--- config.mk ---
export PLATFORM = sky130hd
export DESIGN_NAME = pll_divider_search
export DESIGN_NICKNAME = d
export VERILOG_FILES = /design/src/pds_pkg.sv /design/src/pll_divider_search.sv
export SDC_FILE = /design/constraint.sdc
export NUM_CORES = 1
export LEC_CHECK = 0
export ABC_AREA = 0
export BUFFER_PORTS_ARGS = -buffer_cell sky130_fd_sc_hd__buf_2
export CORE_UTILIZATION = 63
export DETAILED_ROUTE_END_ITERATION = 8
export GPL_ROUTABILITY_DRIVEN = 0
export PLACE_DENSITY = 0.82
export SLEW_MARGIN = 20
export SYNTH_ARGS = -nofsm -noshare
export SYNTH_HDL_FRONTEND = slang
export SYNTH_SLANG_ARGS = --single-unit
--- constraint.sdc ---
create_clock -name clk -period 8.5 [get_ports clk]
set_input_delay 0.425 -clock clk [delete_from_list [all_inputs] [get_ports clk]]
set_output_delay 0.425 -clock clk [all_outputs]
set_load 0.01 [all_outputs]
--- src/pds_pkg.sv ---
package pds_pkg;

    // Sequencer states of the divider search.
    typedef enum logic [2:0] {
        ST_IDLE,
        ST_FOUT,
        ST_OD,
        ST_NR,
        ST_DIV,
        ST_CHECK,
        ST_DONE
    } pds_state_t;

    // Configuration register indexes.
    localparam logic REG_REF_FREQ = 1'b0;
    localparam logic REG_CEILING  = 1'b1;

    // Reset values of the configuration registers.
    localparam logic [7:0]  REF_FREQ_RESET = 8'd25;
    localparam logic [11:0] CEILING_RESET  = 12'd1300;

    // Divider limits.
    localparam logic [4:0] NR_MAX = 5'd31;
    localparam logic [6:0] NF_MAX = 7'd127;
    localparam logic [1:0] OD_LAST = 2'd3;

    // Frequency windows in MHz.
    localparam logic [10:0] REF_WIN_LO = 11'd10;
    localparam logic [10:0] FREF_LIMIT = 11'd51;
    localparam logic [13:0] VCO_WIN_LO = 14'd800;
    localparam logic [13:0] VCO_WIN_HI = 14'd1600;
    localparam logic [12:0] OUT_WIN_LO = 13'd100;
    localparam logic [12:0] OUT_WIN_HI = 13'd1600;

    // Packed control word base pattern.
    localparam logic [2:0] WORD_BASE = 3'h7;

    // Restoring divider steps, one per dividend bit.
    localparam int          DIVIDEND_W = 16;
    localparam logic [3:0]  DIV_LAST   = 4'd15;

endpackage

--- src/pll_divider_search.sv ---
// PLL divider search. A request carries a wanted output frequency in MHz. The
// block walks fout upward from that value to the ceiling register (and never
// past 1600 MHz, where nothing can match), and for each fout tries the output
// divider no = 1, 2, 4, 8, the input divider nr = 1..31 and looks up the
// smallest feedback divider nf with floor(fin*nf/(nr*no)) == fout. The first
// setting that meets the reference, VCO and output windows is packed into
// pll_word; when none is found the word is zero. One request is worked at a
// time and in_stall stays high until the result has been placed in the output
// register, which may still be waiting while the next request is accepted.
// Steps: the block accepts the request, passes over each fout that lies below
// 100 MHz, and for every other fout checks the fout and steps through the
// output dividers. For each no whose VCO frequency is in range it scans the
// input dividers, and for each nr whose reference frequency lies in 10..50 MHz
// it runs a 16-step restoring divide plus a check on the shared
// shift-and-subtract divider. When nothing matched it ends the walk, and it
// then delivers the result.
module pll_divider_search
    import pds_pkg::*;
(
    input  logic        clk,
    input  logic        rst_n,
    input  logic        wr_en,
    input  logic        wr_index,
    input  logic [11:0] wr_data,
    input  logic        in_valid,
    output logic        in_stall,
    input  logic [11:0] target_freq,
    output logic        out_valid,
    input  logic        out_stall,
    output logic [29:0] pll_word
);

    pds_state_t state_reg, state_next;

    logic [7:0]  ref_freq_reg;
    logic [11:0] ceiling_reg;

    // Search position.
    logic [12:0] fout_reg, fout_next;
    logic [1:0]  od_reg, od_next;
    logic [4:0]  nr_reg, nr_next;

    // Shared restoring divider: quotient shifts in where the dividend shifts out.
    logic [3:0]            cnt_reg, cnt_next;
    logic [7:0]            rem_reg, rem_next;
    logic [DIVIDEND_W-1:0] quo_reg, quo_next;

    logic [29:0] word_reg, word_next;
    logic        out_valid_reg, out_valid_next;
    logic [29:0] out_word_reg, out_word_next;

    // Datapath terms.
    logic [13:0]           fvco;
    logic                  fvco_ok;
    logic [10:0]           fref_lo;
    logic [10:0]           fref_hi;
    logic                  fref_ok;
    logic [DIVIDEND_W-1:0] dividend;
    logic [8:0]            trial;
    logic                  trial_ge;
    logic [16:0]           nf_full;
    logic [7:0]            excess;
    logic [7:0]            div_d;
    logic                  match;
    logic [6:0]            nf_code;

    assign in_stall  = (state_reg != ST_IDLE);
    assign out_valid = out_valid_reg;
    assign pll_word  = out_word_reg;

    // VCO frequency for the current output divider.
    assign fvco    = {1'b0, fout_reg} << od_reg;
    assign fvco_ok = (fvco >= VCO_WIN_LO) && (fvco <= VCO_WIN_HI);

    // floor(fin/nr) in 10..50 is the same as 10*nr <= fin < 51*nr.
    assign fref_lo = 11'(nr_reg) * REF_WIN_LO;
    assign fref_hi = 11'(nr_reg) * FREF_LIMIT;
    assign fref_ok = (11'(ref_freq_reg) >= fref_lo) && (11'(ref_freq_reg) < fref_hi);

    // fout*nr*no, which fits 16 bits while fvco stays within its window.
    assign dividend = DIVIDEND_W'(fvco[10:0]) * DIVIDEND_W'(nr_reg);

    assign trial    = {rem_reg, quo_reg[DIVIDEND_W-1]};
    assign trial_ge = (trial >= {1'b0, ref_freq_reg});

    // The smallest nf is the rounded-up quotient. It reaches fout exactly when
    // the amount by which fin*nf overshoots fout*d stays below d.
    assign div_d   = 8'({3'b000, nr_reg} << od_reg);
    assign nf_full = {1'b0, quo_reg} + {16'd0, (rem_reg != 8'd0)};
    assign excess  = (rem_reg == 8'd0) ? 8'd0 : (ref_freq_reg - rem_reg);
    assign match   = (nf_full <= {10'd0, NF_MAX}) && (excess < div_d);

    // nf/2 - 1 wraps in seven bits, so nf of one packs as all ones.
    assign nf_code = {1'b0, nf_full[6:1]} - 7'd1;

    always_ff @(posedge clk or negedge rst_n)
    begin
        if (!rst_n)
        begin
            ref_freq_reg <= REF_FREQ_RESET;
            ceiling_reg  <= CEILING_RESET;
        end
        else if (wr_en)
        begin
            case (wr_index)
                REG_REF_FREQ: ref_freq_reg <= wr_data[7:0];
                REG_CEILING:  ceiling_reg  <= wr_data;
                default:      ;
            endcase
        end
    end

    always_ff @(posedge clk or negedge rst_n)
    begin
        if (!rst_n)
        begin
            state_reg     <= ST_IDLE;
            out_valid_reg <= 1'b0;
        end
        else
        begin
            state_reg     <= state_next;
            out_valid_reg <= out_valid_next;
        end
    end

    always_ff @(posedge clk)
    begin
        fout_reg     <= fout_next;
        od_reg       <= od_next;
        nr_reg       <= nr_next;
        cnt_reg      <= cnt_next;
        rem_reg      <= rem_next;
        quo_reg      <= quo_next;
        word_reg     <= word_next;
        out_word_reg <= out_word_next;
    end

    always_comb
    begin
        logic next_nr;

        next_nr        = 1'b0;
        state_next     = state_reg;
        fout_next      = fout_reg;
        od_next        = od_reg;
        nr_next        = nr_reg;
        cnt_next       = cnt_reg;
        rem_next       = rem_reg;
        quo_next       = quo_reg;
        word_next      = word_reg;
        out_word_next  = out_word_reg;
        out_valid_next = out_valid_reg && out_stall;

        case (state_reg)
            ST_IDLE:
            begin
                if (in_valid)
                begin
                    fout_next  = {1'b0, target_freq};
                    state_next = ST_FOUT;
                end
            end

            ST_FOUT:
            begin
                if ((fout_reg > {1'b0, ceiling_reg}) || (fout_reg > OUT_WIN_HI))
                begin
                    word_next  = '0;
                    state_next = ST_DONE;
                end
                else if (fout_reg < OUT_WIN_LO)
                begin
                    fout_next = fout_reg + 13'd1;
                end
                else
                begin
                    od_next    = 2'd0;
                    state_next = ST_OD;
                end
            end

            ST_OD:
            begin
                if (fvco_ok)
                begin
                    nr_next    = 5'd1;
                    state_next = ST_NR;
                end
                else if (od_reg == OD_LAST)
                begin
                    fout_next  = fout_reg + 13'd1;
                    state_next = ST_FOUT;
                end
                else
                begin
                    od_next = od_reg + 2'd1;
                end
            end

            ST_NR:
            begin
                if (fref_ok)
                begin
                    quo_next   = dividend;
                    rem_next   = 8'd0;
                    cnt_next   = 4'd0;
                    state_next = ST_DIV;
                end
                else
                begin
                    next_nr = 1'b1;
                end
            end

            ST_DIV:
            begin
                rem_next = trial_ge ? 8'(trial - {1'b0, ref_freq_reg}) : trial[7:0];
                quo_next = {quo_reg[DIVIDEND_W-2:0], trial_ge};
                cnt_next = cnt_reg + 4'd1;
                if (cnt_reg == DIV_LAST)
                begin
                    state_next = ST_CHECK;
                end
            end

            ST_CHECK:
            begin
                if (match)
                begin
                    word_next  = {od_reg, nf_code, nr_reg - 5'd1, 13'd0, WORD_BASE};
                    state_next = ST_DONE;
                end
                else
                begin
                    next_nr = 1'b1;
                end
            end

            ST_DONE:
            begin
                if (!out_valid_reg || !out_stall)
                begin
                    out_valid_next = 1'b1;
                    out_word_next  = word_reg;
                    state_next     = ST_IDLE;
                end
            end

            default:
            begin
                state_next = ST_IDLE;
            end
        endcase

        // Step to the next input divider, or on to the next output divider
        // and fout once all input dividers are spent.
        if (next_nr)
        begin
            if (nr_reg != NR_MAX)
            begin
                nr_next    = nr_reg + 5'd1;
                state_next = ST_NR;
            end
            else if (od_reg != OD_LAST)
            begin
                od_next    = od_reg + 2'd1;
                state_next = ST_OD;
            end
            else
            begin
                fout_next  = fout_reg + 13'd1;
                state_next = ST_FOUT;
            end
        end
    end

endmodule

### After elaboration in Yosys (flattened, before gate mapping)

Cells that the tools add are included.

* flip-flop bits (word level): 132
* logic and storage cells: 127

* add/subtract/negate cells: 9
* multipliers: 3
* magnitude comparators: 10
* equality and inequality tests: 20
* shift operators: 2
* mux-type cells: 50
* bitwise operators: 1
* reductions and logical operators: 20

Operators with widths (number)
* two-way mux 13 bit: 8
* two-way mux 30 bit: 2
* case mux 30 bit (2 select lines): 1
* case mux 13 bit (3 select lines): 1
* case mux 16 bit (2 select lines): 1
* two-way mux 3 bit: 10
* two-way mux 8 bit: 3
* case mux 3 bit (7 select lines): 1
* two-way mux 5 bit: 4
* two-way mux 2 bit: 9
* adder 16 x 1 -> 17 bit: 1
* <= comparator 17 x 7 -> 1 bit, second input constant: 1
* multiplier 11 x 5 -> 16 bit: 1
* two-way mux 16 bit: 1
* case mux 8 bit (2 select lines): 1
* subtractor 8 bit: 2
* inequality test 3 bit, second input constant: 5
* greater-or-equal comparator 14 x 10 -> 1 bit, second input constant: 1
* <= comparator 14 x 11 -> 1 bit, second input constant: 1
* left shift 13 x 2 -> 14 bit: 1
* adder 13 x 1 -> 13 bit, second input constant: 1
* greater-than comparator 13 x 11 -> 1 bit, second input constant: 1
* greater-than comparator 13 x 12 -> 1 bit: 1
* less-than comparator 13 x 7 -> 1 bit, second input constant: 1
* other kinds (37): 56

### Longest topological paths before layout

* depth after elaboration: 8
* mapped depth: 22
* mapped depth without buffers: 20

### Worst setup path after synthesis

No wires, ideal clock.

* path type: register to register
* start point: register nr_reg[3]
* end point: register cnt_reg[0], enable pin
* library setup time: 0.492 ns
* arrival time: 6.426 ns
* data required time: 8.008 ns
* path slack: 1.582 ns
* stages on the path, launching flop included: 18
* clock period less this slack: 6.918 ns
* path through: dfxtp_1 clkinv_1 ha_1 inv_1 ha_1 inv_1 fa_1 inv_1 ha_1 or3_1 o22a_1 xnor2_1 ha_1 a2111o_1 a31oi_1 a21oi_1 and2_1 o41ai_1

* word-level cells in the longest chain between the ends: 5
* elaborated cells between the ends (all ways): 7

RTL lines
* start: declaration: line pll_divider_search.sv:41 `logic [4:0] nr_reg, nr_next;`
* start signal: assignment: line pll_divider_search.sv:131 `nr_reg <= nr_next;`
* multiplier 5 x 6 -> 11 bit or multiplier 5 x 3 -> 8 bit (tied branches): line pll_divider_search.sv:77, pll_divider_search.sv:76
* less-than comparator 8 x 11 -> 1 bit or greater-or-equal comparator 8 x 9 -> 1 bit (tied branches): line pll_divider_search.sv:78 `assign fref_ok = (11'(ref_freq_reg) >= fref_lo) && (11'(ref_freq_reg) < fref_hi);`
* logical AND 1 bit *: line pll_divider_search.sv:78
* inequality test 2 bit (no source line) *
* AND reduction 2 bit (no source line) *
* end signal: assignment: line pll_divider_search.sv:132 `cnt_reg <= cnt_next;`
* end: declaration: line pll_divider_search.sv:44 `logic [3:0] cnt_reg, cnt_next;`

Mark *: on every way between the ends. The rest lies on a longest branch, timed or not.
A chain may end at the register's enable or synchronous reset.

### Worst setup path in the final report

* start point: register nr_reg[3]
* end point: register fout_reg[3]

* word-level cells in the longest chain between the ends: 6
* elaborated cells between the ends (all ways): 14

RTL lines
* multiplier 5 x 6 -> 11 bit (tied with other cells): line pll_divider_search.sv:77 `assign fref_hi = 11'(nr_reg) * FREF_LIMIT;`
* less-than comparator 8 x 11 -> 1 bit (tied with other cells): line pll_divider_search.sv:78
* logical AND 1 bit, on equally long branches: line pll_divider_search.sv:78, pll_divider_search.sv:91
* two-way mux 1 bit, on equally long branches: line pll_divider_search.sv:203, pll_divider_search.sv:229
* case mux 1 bit (2 select lines): line pll_divider_search.sv:155 `case (state_reg)`
* two-way mux 13 bit *: line pll_divider_search.sv:258 `if (next_nr)`
* net fout_next[3]: line pll_divider_search.sv:39 `logic [12:0] fout_reg, fout_next;`
* end signal: assignment: line pll_divider_search.sv:129 `fout_reg <= fout_next;`
* end: declaration: line pll_divider_search.sv:39

Mark *: on every way through the listed nets, which the timed path passes. The rest lies on a longest branch.

==> results.py <==
metrics = {
    "run_status": {
        "status": "completed",
    },
    "sta": {
        "setup_tns_ps": 0,
        "worst_pin_slew_ps": 881,
        "period_share": 0.627,
        "finalHoldViolCount": 0,
        "slew_headroom": 0.411,
        "grt_setup_unrepaired": "false",
        "finClkSkew_ps": 12.6,
        "slew_viol_final": 0,
        "timing.fmax_ghz": 0.188,
        "setup_viol": 0,
        "min_period_ps": 5330,
    },
    "setup_path": {
        "worst-path-max-fanout": 20,
        "cp_slowest_cell": "dfxtp_1",
        "critPathBufInv": 5,
        "crit_type": "register to register",
        "max_stage_delay_ps": 700,
        "cp_num_cells": 21,
        "cp.required_ps": 8730,
        "end_kind": "register",
        "r2r_slack_ps": 3170,
        "rr_worst_depth": 21,
        "start_kind": "register",
        "path_common_cell": "ha_1",
        "cp_cell_sequence": "clkinv_1 -> ha_1 -> inv_1 -> ha_1 -> inv_1 -> fa_1 -> inv_1 -> ha_1 -> or3_1 -> o22a_1 -> xnor2_1 -> ha_1 -> o21ai_0 -> a222oi_1 -> o211ai_1 -> a21oi_1 -> nand3_1 -> a31oi_1 -> buf_4 -> o21bai_1 -> a32oi_1",
        "path_delay_family": "adder cells",
        "worstPathArrival_ps": 5560,
    },
    "job": {
        "cap_viol_max_count": 0,
    },
    "logic_synthesis": {
        "synth_edf_count": 58,
        "syn_avg_cell_area_um2": 8.94,
        "yosysMostFrequentCell": "nand2_1",
        "ys_types": 89,
        "yosysSeqAreaShare": 0.284,
        "synthCells": 1084,
        "ys_top_cells_by_area": "edfxtp_1, ha_1, fa_1",
        "netlist_area_um2": 9690,
        "synth_seq_cells": 102,
        "netlist.area_leader.share": 0.180,
        "yosysTopAreaCell": "edfxtp_1",
        "synth-main-ff-cell": "edfxtp_1",
        "synthArstFlopShare": 0.235,
        "synthTopCellsByCount": "nand2_1, ha_1, inv_1",
        "yosys_warnings": 0,
    },
    "clock_tree": {
        "cts_resized": 0,
        "root_buffer": "clkbuf_16",
        "post_cts_buffers": 0,
        "clk_latency_ps": 370,
        "cts.clk_slew.worst_paths_ps": 80,
        "h-tree-depth": 3,
        "cts_num_sinks": 102,
        "cts_tree": "done",
        "cts_buffer_depth": 2,
        "cts-buffers-inserted": 9,
        "postCtsHoldBufs": 0,
    },
    "global_route": {
        "overflow": 0,
        "grt_max_degree": 38,
        "grt_usage": 0.298,
        "grt_pass1_wl_mm": 37.5,
        "grt_pass1_vias": 7709,
        "antenna_found_initial": 0,
    },
    "drt": {
        "drt_iter0_drc": 591,
        "avgRoutedWirePerCell_um": 17.7,
        "drtAntennaViolNets": 0,
        "vias": 8102,
        "routed_wl_mm": 22.9,
        "drc": 0,
        "drt-pass1-iter-count": 5,
        "via_per_inst": 6.28,
    },
    "die": {
        "die_y_um": 126,
        "start_util": 0.657,
        "ioPinCount": 62,
        "dieArea_um2": 15900,
        "core_area_um2": 14800,
        "rows": 44,
        "die-width_um": 126,
    },
    "layout": {
        "syn2layout_area_growth_pct": 5.58,
        "finalNetCount": 1274,
        "largest_register_ffs": 16,
        "diodes": 0,
        "layout-drive-gt1-share": 0.103,
    },
    "placed_design": {
        "io_buffers": 48,
        "dp_hpwl_mm": 17.4,
    },
    "hold_path": {
        "min_path_type": "input port to asynchronous set/reset pin",
    },
}
==> cells in the final DEF (no fill, tap or decap), drive strengths merged, types with 11 or more instances in the layout <==
master  instances
ha            111
fa             31
nor2           70
and2           22
nor3           25
buf            55
nand2         118
a31oi          11
nor2b          13
xor2           18
conb           13
and3           16
edfxtp         58
dfxtp          20
nand4          12
dfrtp          17
o21ai          60
mux2           16
a21o           12
xnor2          31
inv           106
a21oi          69
a211oi         12
nand3          25
==> worst paths after layout <==
path,endpoint,from
setup / recovery,fout_reg[3],nr_reg[3]
hold / removal,ceiling_reg[5],rst_n
max in group asynchronous,ceiling_reg[8],rst_n
hold reg to reg,pll_word[23],word_reg[23]
setup reg to reg,fout_reg[3],nr_reg[3]
min in group clk,ref_freq_reg[5],wr_data[5]
==> per-layer routing <==
metal,global-route usage,wire (um),vias to the layer above
li1,-,-,3880
met1,0.397,9860,3839
met2,0.498,10700,336
met3,0.0365,1710,47
met4,0.114,585,0
met5,0,0,-
==> worst reg2reg max path: stages (launching register included) <==
cell,delay [ps]
dfxtp_1,700
clkinv_1,400
ha_1,380
inv_1,60
ha_1,150
inv_1,60
fa_1,500
inv_1,40
ha_1,240
or3_1,350
o22a_1,240
xnor2_1,130
ha_1,270
o21ai_0,70
a222oi_1,280
o211ai_1,140
a21oi_1,200
nand3_1,150
a31oi_1,190
buf_4,270
o21bai_1,240
a32oi_1,150
==> through the flow <==
step,worst slack (ps),utilization,hold WS (ps),instance area [um2],instances
after floorplan,1580,-,129,9730,1096
after global placement,3400,0.674,401,9950,1275
after detailed placement,3230,0.674,406,9950,1275
after CTS,3220,0.693,39.8,10200,1291
after global routing,2850,0.693,74.0,10200,1291
final,3170,0.693,33.6,10200,1291
==> cell type report <==
type / count / area (um2)
Clock buffer: 9 / 225
Clock inverter: 7 / 56.3
Fill cell: 1175 / 4530
Inverter: 104 / 390
Multi-Input combinational cell: 830 / 6280
Sequential cell: 102 / 2750
Tap cell: 184 / 230
Timing Repair Buffer: 55 / 293
==> kinds of logic after synthesis <==
group	after synthesis	share of synthesized area
AND/OR/NAND/NOR	341	0.169
AO/OA/AOI/OAI	252	0.173
buffers and inverters	164	0.0730
adder cells (fa/ha/maj)	142	0.207
flip-flops	102	0.284
XOR/XNOR	49	0.0443
multiplexers	33	0.0484
other	1	0.000387
Power is left out: the tool's default activity adds up to more than one toggle a clock period on the data nets, which glitch-free logic cannot reach.
